<file path="config.mk">
export PLATFORM = sky130hd
export DESIGN_NAME = framed_packet_crc16_parser_unit
export DESIGN_NICKNAME = d
export VERILOG_FILES = /design/src/hdl/fpcrc_pkg.sv /design/src/hdl/fpcrc_parse.sv /design/src/hdl/framed_packet_crc16_parser_unit.sv
export SDC_FILE = /design/constraint.sdc
export NUM_CORES = 1
export LEC_CHECK = 0
export BUFFER_PORTS_ARGS = -buffer_cell sky130_fd_sc_hd__buf_4
export CAP_MARGIN = 30
export CORE_ASPECT_RATIO = 0.9
export CORE_MARGIN = 5
export CORE_UTILIZATION = 33
export CTS_CLUSTER_SIZE = 14
export DETAILED_ROUTE_END_ITERATION = 12
export HOLD_SLACK_MARGIN = 0.08
export SETUP_SLACK_MARGIN = 0.1
export SLEW_MARGIN = 40
export SYNTH_ARGS = -nofsm -noshare
export SYNTH_HDL_FRONTEND = slang
export SYNTH_SLANG_ARGS = --single-unit
export TNS_END_PERCENT = 50
</file>
<file path="constraint.sdc">
create_clock -name clk -period 2.7 [get_ports clk]
set_input_delay 0.135 -clock clk [delete_from_list [all_inputs] [get_ports clk]]
set_output_delay 0.135 -clock clk [all_outputs]
set_load 0.03 [all_outputs]
</file>
<file path="src/hdl/fpcrc_pkg.sv">
// ----------------------------------------------------------------------------
// fpcrc_pkg
// shared types, constants and the crc byte update for the framed packet parser
// ----------------------------------------------------------------------------
`default_nettype none

package fpcrc_pkg;

	localparam logic [7:0]  FIRST_HDR_RESET  = 8'd105;
	localparam logic [7:0]  SECOND_HDR_RESET = 8'd104;
	localparam logic [15:0] CRC_INIT         = 16'hFFFF;

	// configuration register indexes
	localparam logic CFG_FIRST_HDR  = 1'b0;
	localparam logic CFG_SECOND_HDR = 1'b1;

	typedef enum logic [2:0] {
		PH_HUNT1  = 3'd0,
		PH_HUNT2  = 3'd1,
		PH_LENGTH = 3'd2,
		PH_TYPE   = 3'd3,
		PH_DATA   = 3'd4,
		PH_CRCHI  = 3'd5,
		PH_CRCLO  = 3'd6
	} phase_t;

	typedef struct packed {
		phase_t      phase;
		logic [15:0] crc;
		logic [7:0]  crc_hi;
		logic [7:0]  length;
		logic [7:0]  count;
		logic [7:0]  ftype;
	} parse_state_t;

	typedef struct packed {
		logic       payload_valid;
		logic [7:0] payload_byte;
		logic [7:0] payload_index;
		logic [7:0] frame_type;
		logic [7:0] frame_length;
		logic       frame_done;
		logic       frame_good;
	} result_t;

	// crc-16-ccitt (poly 0x1021), one byte msb first, table-free form
	function automatic logic [15:0] crc_feed(input logic [15:0] crc, input logic [7:0] b);
		logic [7:0] x;
		x = crc[15:8] ^ b;
		x = x ^ {4'h0, x[7:4]};
		return {crc[7:0], 8'h00} ^ {x[3:0], 12'h000} ^ {3'b000, x, 5'b00000}
			^ {8'h00, x};
	endfunction

endpackage

`default_nettype wire

</file>
<file path="src/hdl/fpcrc_parse.sv">
// ----------------------------------------------------------------------------
// fpcrc_parse
// next-state and result logic of the frame parser for one received byte
// ----------------------------------------------------------------------------
`default_nettype none

module fpcrc_parse
	import fpcrc_pkg::*;
(
	input  wire parse_state_t cur,
	input  wire logic [7:0]   rx_byte,
	input  wire logic [7:0]   first_hdr,
	input  wire logic [7:0]   second_hdr,
	output parse_state_t      nxt,
	output result_t           res
);

	logic [15:0] crc_upd;
	logic [15:0] crc_rx;

	// seed with the init value when starting a frame on the first header
	assign crc_upd = crc_feed((cur.phase == PH_HUNT1) ? CRC_INIT : cur.crc, rx_byte);
	assign crc_rx  = {cur.crc_hi, rx_byte};

	always_comb begin
		nxt = cur;
		res = '0;
		case (cur.phase)
			PH_HUNT1: begin
				if (rx_byte == first_hdr) begin
					nxt.crc   = crc_upd;
					nxt.phase = PH_HUNT2;
				end
			end
			PH_HUNT2: begin
				// a mismatch is not retried as a first header byte
				if (rx_byte == second_hdr) begin
					nxt.crc   = crc_upd;
					nxt.phase = PH_LENGTH;
				end else begin
					nxt.phase = PH_HUNT1;
				end
			end
			PH_LENGTH: begin
				nxt.length = rx_byte;
				nxt.crc    = crc_upd;
				nxt.phase  = PH_TYPE;
			end
			PH_TYPE: begin
				nxt.ftype = rx_byte;
				nxt.crc   = crc_upd;
				nxt.count = 8'd0;
				nxt.phase = (cur.length == 8'd0) ? PH_CRCHI : PH_DATA;
			end
			PH_DATA: begin
				res.payload_valid = 1'b1;
				res.payload_byte  = rx_byte;
				res.payload_index = cur.count;
				nxt.crc   = crc_upd;
				nxt.count = cur.count + 8'd1;
				if ((cur.count + 8'd1) >= cur.length) begin
					nxt.phase = PH_CRCHI;
				end
			end
			PH_CRCHI: begin
				nxt.crc_hi = rx_byte;
				nxt.phase  = PH_CRCLO;
			end
			PH_CRCLO: begin
				res.frame_done = 1'b1;
				res.frame_good = (crc_rx == cur.crc);
				nxt.phase      = PH_HUNT1;
			end
			default: begin
				nxt.phase = PH_HUNT1;
			end
		endcase
		res.frame_type   = nxt.ftype;
		res.frame_length = nxt.length;
	end

endmodule

`default_nettype wire

</file>
<file path="src/hdl/framed_packet_crc16_parser_unit.sv">
// ----------------------------------------------------------------------------
// framed_packet_crc16_parser_unit
// byte-stream frame parser with crc-16-ccitt check, one result per byte
// ----------------------------------------------------------------------------
//  channel   handshake             payload
//  input     in_valid / in_ready   rx_byte
//  output    out_valid / out_ready payload_valid, payload_byte, payload_index,
//                                  frame_type, frame_length, frame_done, frame_good
//  config    cfg_we                cfg_index, cfg_data
//
//  one byte per cycle sustained while the output is not stalled; accept to result passes the input and result registers
//  the input register feeds the parser step, which updates the frame state and
//  the result register together; the step is one byte-wide crc update
//  a stalled result register holds the input register, input keeps flowing
//  into a free input register; async reset returns to header hunting
// ----------------------------------------------------------------------------
`default_nettype none

module framed_packet_crc16_parser_unit
	import fpcrc_pkg::*;
(
	input  wire logic       clk,
	input  wire logic       arst_n,
	input  wire logic       in_valid,
	output logic            in_ready,
	input  wire logic [7:0] rx_byte,
	output logic            out_valid,
	input  wire logic       out_ready,
	output logic            payload_valid,
	output logic [7:0]      payload_byte,
	output logic [7:0]      payload_index,
	output logic [7:0]      frame_type,
	output logic [7:0]      frame_length,
	output logic            frame_done,
	output logic            frame_good,
	input  wire logic       cfg_we,
	input  wire logic       cfg_index,
	input  wire logic [7:0] cfg_data
);

	logic [7:0]   first_hdr_q;
	logic [7:0]   second_hdr_q;
	logic         valid_s1;
	logic [7:0]   byte_s1;
	logic         valid_s2;
	result_t      res_s2;
	parse_state_t state_q;
	parse_state_t state_nxt;
	result_t      res_nxt;
	logic         adv_s1;

	always_ff @(posedge clk or negedge arst_n) begin
		if (!arst_n) begin
			first_hdr_q  <= FIRST_HDR_RESET;
			second_hdr_q <= SECOND_HDR_RESET;
		end else if (cfg_we) begin
			case (cfg_index)
				CFG_FIRST_HDR:  first_hdr_q  <= cfg_data;
				CFG_SECOND_HDR: second_hdr_q <= cfg_data;
				default:        ;
			endcase
		end
	end

	assign adv_s1   = valid_s1 && (!valid_s2 || out_ready);
	assign in_ready = !valid_s1 || adv_s1;

	always_ff @(posedge clk or negedge arst_n) begin
		if (!arst_n) begin
			valid_s1 <= 1'b0;
		end else if (in_ready) begin
			valid_s1 <= in_valid;
		end
	end

	always_ff @(posedge clk) begin
		if (in_valid && in_ready) begin
			byte_s1 <= rx_byte;
		end
	end

	fpcrc_parse u_parse (
		.cur        (state_q),
		.rx_byte    (byte_s1),
		.first_hdr  (first_hdr_q),
		.second_hdr (second_hdr_q),
		.nxt        (state_nxt),
		.res        (res_nxt)
	);

	always_ff @(posedge clk or negedge arst_n) begin
		if (!arst_n) begin
			state_q.phase  <= PH_HUNT1;
			state_q.crc    <= CRC_INIT;
			state_q.crc_hi <= 8'd0;
			state_q.length <= 8'd0;
			state_q.count  <= 8'd0;
			state_q.ftype  <= 8'd0;
			valid_s2       <= 1'b0;
		end else begin
			if (adv_s1) begin
				state_q <= state_nxt;
			end
			if (adv_s1) begin
				valid_s2 <= 1'b1;
			end else if (out_ready) begin
				valid_s2 <= 1'b0;
			end
		end
	end

	always_ff @(posedge clk) begin
		if (adv_s1) begin
			res_s2 <= res_nxt;
		end
	end

	assign out_valid     = valid_s2;
	assign payload_valid = res_s2.payload_valid;
	assign payload_byte  = res_s2.payload_byte;
	assign payload_index = res_s2.payload_index;
	assign frame_type    = res_s2.frame_type;
	assign frame_length  = res_s2.frame_length;
	assign frame_done    = res_s2.frame_done;
	assign frame_good    = res_s2.frame_good;

endmodule

`default_nettype wire

</file>
==> flow_summary.toml, run 1 <==
[critical_path]
crit_required_ns = 2.96
path_class = "register to register"
endpoint_kind = "register"
crit_fanout = 7
start_kind = "register"
cp.arrival_ns = 2.71
reg2reg_slack_ns = 0.25

[timing]
final.period_utilization = 0.907
finClkSkew_ns = 0.00897
rsz0062_at_grt = "no"
period_needed_ns = 2.45
tns_ns = 0
final-setup-viol-count = 0
setup_slack_ns = 0.250
finalHoldViolCount = 0
drv_slew = 0
fmax_ghz = 0.408
worst_pin_slew_ns = 0.776
slew_headroom = 0.482

[cells_and_area]
multi_input_area_sq_um = 2230
mostFrequentLayoutCell = "buf_4"
antenna_cells = 0
syn_to_final_growth_pct = 21.6
drive_gt1_frac = 0.344
final_cell_mix = "71 x buf_4, 57 x mux2_2, 46 x xnor2_1"
nets = 529
area.sequential_sq_um = 3050
fill_cells = 1529

[global_route]
overflow = 0
grtUsageTotal = 0.124
first_global_vias = 3503
antenna_found_initial = 0
grt_max_degree = 70
grt_first_pass_wirelength_um = 19000

[cts]
clk_pin_slew_ns = 0.07
root_buffer = "clkbuf_16"
insertion_delay_ns = 0.35
htreeDepth = 3
numCtsBuffers = 9
tritoncts = "yes"
cts_sinks = 112
cts.path.max_buffers = 2

[placed_design]
place_hpwl_um = 8290
io_buffers = 58
dp_slack_ns = 0.186
gp_congestion = 0.817

[logic_synthesis]
synth_top_area_cell = "edfxtp_1"
ys_ff_latch = 112
seq_area_frac_synth = 0.562
postSynthCellCount = 420
syn_area_sq_um = 5420
synthFlopType = "dfrtp_1"
ys_warn_count = 0
async_reset_ff_frac = 0.616
yosysTopAreaCellShare = 0.238
synth.area.top_cells = "edfxtp_1 24%, dfrtp_1 21%, mux2_2 12%, dfstp_2 11%, xnor2_1 7.4%"
syn_nets = 451
synth_edf_count = 43
syn_area_per_cell_sq_um = 12.9
synth_cell_type_count = 39

[drt]
drtPass1Iterations = 5
drt_iter0_markers = 198
routed_wl_um = 11400
drc = 0
ant_nets = 0
vias = 3323
viasPerCell = 4.68
routedWlPerCell_um = 16.1

[floorplanning]
ios = 59
die-area_sq_um = 19100
die_y_um = 132
core_sq_um = 16100
die_w_um = 145
rows = 44
initial_core_util = 0.336

[pwr]
total_power_mw = 5.75
power_density_nw_per_um2 = 872
peakVddDrop_mv = 0.463
p_leak_nw = 2.74

[min_path]
hp-class = "primary input to register"

[status]
status = "completed"

[job]
drv_cap = 0
==> critical path, cell delays in order (launching register included) <==
cell,delay [ns]
dfrtp_2,0.45
and3_1,0.20
and3_1,0.19
and3_1,0.19
xor2_1,0.15
ha_1,0.30
nand3_1,0.08
a221oi_1,0.24
o211ai_1,0.18
buf_4,0.17
o31ai_1,0.21
==> kinds of logic (layout without fill, tap and decap cells) <==
group,after synthesis,in the layout,share of synthesized area
adder cells (fa/ha/maj),9,9,0.0208
AND/OR/NAND/NOR,94,94,0.0919
flip-flops,112,112,0.562
XOR/XNOR,72,72,0.119
multiplexers,66,66,0.137
AO/OA/AOI/OAI,32,32,0.0420
buffers and inverters,35,118,0.0270
==> stage by stage <==
step	instance area, sq um	cells	hold WS (ns)	util
2_1_floorplan	5420	420	-0.161	-
3_3_place_gp	6120	675	0.316	0.379
3_5_place_dp	6120	675	0.194	0.379
4_1_cts	6580	709	0.104	0.408
5_1_grt	6590	710	0.112	0.408
6_report	6590	710	0.111	0.408
==> cell usage after synthesis (all sizes together) (5+ instances only) <==
cell type	instances
buf	7
and2	19
ha	9
clkbuf	16
o21ai	18
nand3	6
dfrtp	46
xnor2	46
nand2	23
inv	11
xor2	25
nand4	9
edfxtp	43
dfstp	23
mux2	65
a32o	5
nor2	14
==> registers in the layout, indices dropped and copies added, names as in the netlist, 8 cells and up <==
| name | cells |
|---|---|
| frame_length | 8 |
| frame_type | 8 |
| first_hdr_q | 8 |
| second_hdr_q | 8 |
| state_q | 51 |
| payload_byte | 8 |
| payload_index | 8 |
| byte_s1 | 8 |
==> timing repair <==
action                                  4_1_cts  5_1_grt
buffers inserted                              0        1
resized for setup                             0        2
hold endpoints to repair                     71        0
endpoints found under the setup margin        0        1
hold buffers                                 18        0
==> power breakdown <==
group          leakage [nW]  switching [mW]  internal [mW]
Sequential             1.27           0.334           2.23
Combinational          1.33           0.960          0.964
Clock                 0.137           0.577          0.678
==> area by class of cell <==
type                    count  area share
repair buffers             90       0.110
clock buffers              14      0.0401
flip-flops and latches    112       0.463
clock inverters             2     0.00209
inverters                  12     0.00684
multi-input cells         273       0.339
well taps                 207      0.0393
==> routing by layer <==
| layer | track usage | share of wire |
|---|---|---|
| met1 | 0.173 | 0.48 |
| met4 | 0.0233 | 0.0083 |
| met2 | 0.192 | 0.46 |
| met5 | 0 | 0 |
| met3 | 0.0379 | 0.052 |
==> worst paths after layout <==
path	start	end	cells past startpoint
max	state_q[8]	state_q[49]	10
min	out_ready	valid_s1	3
max reg2reg	state_q[8]	state_q[49]	10
min reg2reg	state_q[0]	state_q[0]	1
max in group asynchronous	arst_n	state_q[8]	2
min in group asynchronous	arst_n	state_q[15]	2
No activity file was read; power rests on OpenSTA's default activity.
==> inputs of run 2 (changes only) <==
--- a/config.mk
+++ b/config.mk
@@ -5,13 +5,13 @@
 export SDC_FILE = /design/constraint.sdc
 export NUM_CORES = 1
 export LEC_CHECK = 0
-export BUFFER_PORTS_ARGS = -buffer_cell sky130_fd_sc_hd__buf_4
 export CAP_MARGIN = 30
 export CORE_ASPECT_RATIO = 0.9
 export CORE_MARGIN = 5
 export CORE_UTILIZATION = 33
 export CTS_CLUSTER_SIZE = 14
 export DETAILED_ROUTE_END_ITERATION = 12
+export DONT_BUFFER_PORTS = 1
 export HOLD_SLACK_MARGIN = 0.08
 export SETUP_SLACK_MARGIN = 0.1
 export SLEW_MARGIN = 40
==> run 2 against run 1 <==
Total power decreased by 0.79%. Critical path type unchanged. Largest power group unchanged. Die area unchanged. Clock power is essentially flat. Maximum frequency about the same. Clock skew is 0.00055 ns lower. Global-route usage decreased by 0.37 points. Via count fell by 3.6%.
==> flow_summary.toml, run 2 (synthesis gave the netlist of run 1 again) <==
[drt]
routed_wl_um = 11500
drt_iter0_markers = 244
ant_nets = 0
routedWlPerCell_um = 17.5
drtPass1Iterations = 4
drc = 0
viasPerCell = 4.89
vias = 3205

[critical_path]
start_kind = "register"
crit_fanout = 4
endpoint_kind = "register"
reg2reg_slack_ns = 0.25
reg2reg_to = "state_q[48]"
r2r_cells = 10
r2r_start = "state_q[9]"
cp.arrival_ns = 2.68
path_class = "register to register"
crit_required_ns = 2.93

[placed_design]
numPlacedInstances = 618
place_hpwl_um = 8140
io_buffers = 0
gp_congestion = 0.828

[min_path]
holdPathStages = 1
hp-class = "primary input to register"
hp-start = "in_valid"
hold-path-endpoint = "byte_s1[6]"

[floorplanning]
ios = 59
die_w_um = 145
core_sq_um = 16100
die_y_um = 132
die-area_sq_um = 19100
initial_core_util = 0.336
rows = 44

[cells_and_area]
drive_gt1_frac = 0.269
mostFrequentLayoutCell = "mux2_2"
fin_cells = 656
largest_register_ffs = 51
syn_to_final_growth_pct = 14.6
final_cell_mix = "57 x mux2_2, 46 x xnor2_1, 45 x dfrtp_1"
nets = 475
antenna_cells = 0
top_register = "state_q"

[timing]
finClkSkew_ns = 0.00843
final.period_utilization = 0.908
final-setup-viol-count = 0
slew_headroom = 0.499
worst_pin_slew_ns = 0.749
fmax_ghz = 0.408
drv_slew = 0
finalHoldViolCount = 0
period_needed_ns = 2.45
rsz0062_at_grt = "no"
tns_ns = 0

[cts]
cts.path.max_buffers = 2
numCtsBuffers = 9
root_buffer = "clkbuf_16"
htreeDepth = 3
clk_pin_slew_ns = 0.08
tritoncts = "yes"
cts_sinks = 112
insertion_delay_ns = 0.35

[global_route]
grt_first_pass_wirelength_um = 18400
first_global_vias = 3240
grtUsageTotal = 0.120
grt_max_degree = 70
overflow = 0
antenna_found_initial = 0

[status]
status = "completed"

[pwr]
p_leak_nw = 2.49
power_density_nw_per_um2 = 917
peakVddDrop_mv = 0.418

[job]
drv_cap = 0
==> run 2: cell types whose count changed in the layout (fill, tap and decap cells not counted) <==
cell           delta
buf_6             -1
inv_8             +2
buf_16            +1
dlygate4sd3_1     +1
inv_4             +1
buf_4            -55
clkbuf_1          -3
clkinv_2          -1
clkbuf_8          -2
clkinv_4          +3
==> run 2: area by class of cell <==
| type | instances | area [sq um] |
|---|---|---|
| timing repair buffer | 36 | 338 |
| clock inverter | 7 | 63.8 |
| fill | 1559 | 9920 |
| tap | 207 | 259 |
| multi-input combinational | 273 | 2230 |
| inverter | 12 | 45.0 |
| sequential | 112 | 3050 |
| clock buffer | 9 | 225 |
==> run 2: critical path: stages (launching register included) <==
cell and delay, ns:
dfrtp_1 0.41, buf_4 0.15, and3_1 0.16, and3_1 0.19
and3_1 0.18, xor2_1 0.19, ha_1 0.28, nand3_1 0.09
a221oi_1 0.05, o211ai_1 0.28, mux2_2 0.37
==> run 2: worst max-delay path by stage <==
stage	start	end	slack (ns)	depth (start not counted)
CTS	state_q[8]	state_q[48]	0.19	10
finish	state_q[9]	state_q[48]	0.25	10
global placement	state_q[8]	state_q[48]	0.27	10
global route	state_q[8]	state_q[48]	0.09	10
floorplan	state_q[8]	state_q[48]	0.40	10
detailed placement	state_q[8]	state_q[48]	0.20	10
==> run 2: repair_timing <==
item	in CTS	in global routing
hold buffers	20	0
buffers inserted	0	2
setup endpoints to repair	0	1
gates resized for setup	0	2
hold endpoints to repair	95	0
==> run 2: stage by stage <==
stage | hold WS (ns) | cell area (sq um) | worst slack [ns] | power, mW | util
6_report | 0.211 | 6210 | 0.250 | 5.70 | 0.385
5_1_grt | 0.206 | 6210 | 0.0931 | 6.06 | 0.385
4_1_cts | 0.195 | 6190 | 0.186 | 5.74 | 0.384
3_5_place_dp | -0.157 | 5690 | 0.202 | 4.40 | 0.353
3_3_place_gp | -0.156 | 5690 | 0.266 | 4.36 | 0.353
2_1_floorplan | -0.161 | 5420 | 0.397 | 4.01 | -
==> run 2: routing by layer <==
| layer | vias to the layer above | global-route usage | share of wire |
|---|---|---|---|
| li1 | 1517 | - | - |
| met1 | 1612 | 0.171 | 0.49 |
| met2 | 74 | 0.186 | 0.46 |
| met3 | 2 | 0.0306 | 0.046 |
| met4 | 0 | 0.0249 | 0.0031 |
| met5 | - | 0 | 0 |
==> run 2: power breakdown <==
part           internal [mW]  switching (mW)
clock network          0.647           0.632
logic                  0.894           0.871
registers               2.24           0.420
total                   3.78            1.92
==> inputs of run 3 (changes only) <==
--- a/config.mk
+++ b/config.mk
@@ -9,6 +9,7 @@
 export CORE_ASPECT_RATIO = 0.9
 export CORE_MARGIN = 5
 export CORE_UTILIZATION = 33
+export CTS_BUF_LIST = sky130_fd_sc_hd__clkbuf_4 sky130_fd_sc_hd__clkbuf_8
 export CTS_CLUSTER_SIZE = 14
 export DETAILED_ROUTE_END_ITERATION = 12
 export DONT_BUFFER_PORTS = 1
==> run 3 against run 2 <==
Worst hold slack got worse by 0.037 ns. Sequential cell count unchanged. Critical path depth unchanged. Total power decreased by 5.8%. Via count decreased by 0.25%. First-iteration DRC count decreased by 23%. Die area unchanged. Cell area decreased by 1.7%. Clock power decreased by 25%.
==> flow_summary.toml, run 3 (synthesis gave the netlist of run 1 again) <==
[floorplanning]
ios = 59
rows = 44
initial_core_util = 0.336
core_sq_um = 16100
die_w_um = 145
die_y_um = 132
die-area_sq_um = 19100

[critical_path]
endpoint_kind = "register"
path_class = "register to register"
r2r_cells = 10
crit_required_ns = 2.97
critical_path.top_delay_family = "flip-flops"
worst_path_largest_cell_delay_ns = 0.45
startpoint = "state_q[9]"
reg2reg_slack_ns = 0.30
r2r_start = "state_q[9]"
cp.arrival_ns = 2.67
start_kind = "register"
cp_num_cells = 10
crit_buf_inv = 0
reg2reg_to = "state_q[48]"
path_cells = "ha_4, nand3_1, nor2_1, xor2_1, ha_1, a21o_1, nand2_1, nand3b_1, o211ai_1, mux2_2"
crit_slowest_cell = "dfrtp_1"
cp-endpoint = "state_q[48]"
crit_fanout = 5

[timing]
hold_slack_ns = 0.174
rsz0062_at_grt = "no"
final.period_utilization = 0.890
fmax_ghz = 0.416
finalHoldViolCount = 0
period_needed_ns = 2.40
worst_pin_slew_ns = 0.748
finClkSkew_ns = 0.0103
drv_slew = 0
final-setup-viol-count = 0
slew_headroom = 0.500
tns_ns = 0
setup_slack_ns = 0.298

[drt]
vias = 3197
routed_wl_um = 11500
routedWlPerCell_um = 17.6
viasPerCell = 4.89
drc = 0
ant_nets = 0
drt_iter0_markers = 188
drtPass1Iterations = 4

[cells_and_area]
area.sequential_sq_um = 3050
final_cell_mix = "57 x mux2_2, 46 x xnor2_1, 45 x dfrtp_1"
largest_register_ffs = 51
mostFrequentLayoutCell = "mux2_2"
stdcell_area_sq_um = 6110
multi_input_area_sq_um = 2240
top_register = "state_q"
nets = 473
fill_cells = 1572
drive_gt1_frac = 0.266
syn_to_final_growth_pct = 12.7
antenna_cells = 0

[global_route]
use_met2 = 0.188
globalRouteMet3Util = 0.0306
grt_max_degree = 70
grtUsageTotal = 0.120
top_usage_layer = "met2"
antenna_found_initial = 0
grt_first_pass_wirelength_um = 18300
use_met1 = 0.168
first_global_vias = 3251
overflow = 0

[cts]
numCtsBuffers = 9
tritoncts = "yes"
clk_pin_slew_ns = 0.11
htreeDepth = 3
insertion_delay_ns = 0.38
root_buffer = "clkbuf_8"
cts_setup_buffers = 0
cts_sinks = 112
cts.path.max_buffers = 2

[job]
drv_cap = 0

[status]
status = "completed"

[pwr]
p_leak_nw = 2.44
power_density_nw_per_um2 = 879
peakVddDrop_mv = 0.370

[placed_design]
gp_congestion = 0.828
dpl-instance-area_sq_um = 5690
io_buffers = 0
place_hpwl_um = 8140
dp_slack_ns = 0.202

[min_path]
hp-class = "primary input to register"
-- run 3: worst min path at each step --
stage / cells past startpoint / from / to / slack (ns)
2_1_floorplan: 0 / arst_n / first_hdr_q[1] / -0.16
6_report: 1 / in_valid / byte_s1[6] / 0.17
3_3_place_gp: 0 / arst_n / state_q[21] / -0.16
3_5_place_dp: 0 / arst_n / state_q[21] / -0.16
5_1_grt: 1 / in_valid / byte_s1[2] / 0.16
4_1_cts: 1 / in_valid / byte_s1[6] / 0.15
-- run 3: power breakdown --
group / internal (mW) / switching, mW / total, mW
Combinational: 0.889 / 0.865 / 1.75
Clock: 0.356 / 0.601 / 0.958
Sequential: 2.23 / 0.424 / 2.66
Total: 3.48 / 1.89 / 5.37
-- run 3: final cells by class --
class,instances,share of cell area
Inverter,12,0.00738
Clock inverter,7,0.0104
Timing Repair Buffer,34,0.0529
Multi-Input combinational cell,273,0.368
Sequential cell,112,0.499
Tap cell,207,0.0424
Clock buffer,9,0.0203
-- run 3: worst register-to-register path: stages (launching register included) --
cell      delay, ns
dfrtp_1        0.45
ha_4           0.18
nand3_1        0.11
nor2_1         0.15
xor2_1         0.21
ha_1           0.27
a21o_1         0.16
nand2_1        0.06
nand3b_1       0.08
o211ai_1       0.26
mux2_2         0.37
-- run 3: per-stage QoR --
stage	instances	power, mW	util
2_1_floorplan	420	4.01	-
3_3_place_gp	618	4.36	0.353
3_5_place_dp	618	4.40	0.353
4_1_cts	654	5.41	0.378
5_1_grt	654	5.73	0.379
6_report	654	5.37	0.379
-- run 3: repair_timing --
action                                  CTS  global route
endpoints found under the setup margin    0             1
hold buffers                             20             0
resized for setup                         0             3
hold endpoints to repair                 95             0
-- run 3: routing by layer --
layer  share of wire  vias to the layer above
met5               0                        -
met4          0.0087                        0
met3           0.060                        7
met2            0.46                       77
met1            0.47                     1604
li1                -                     1509
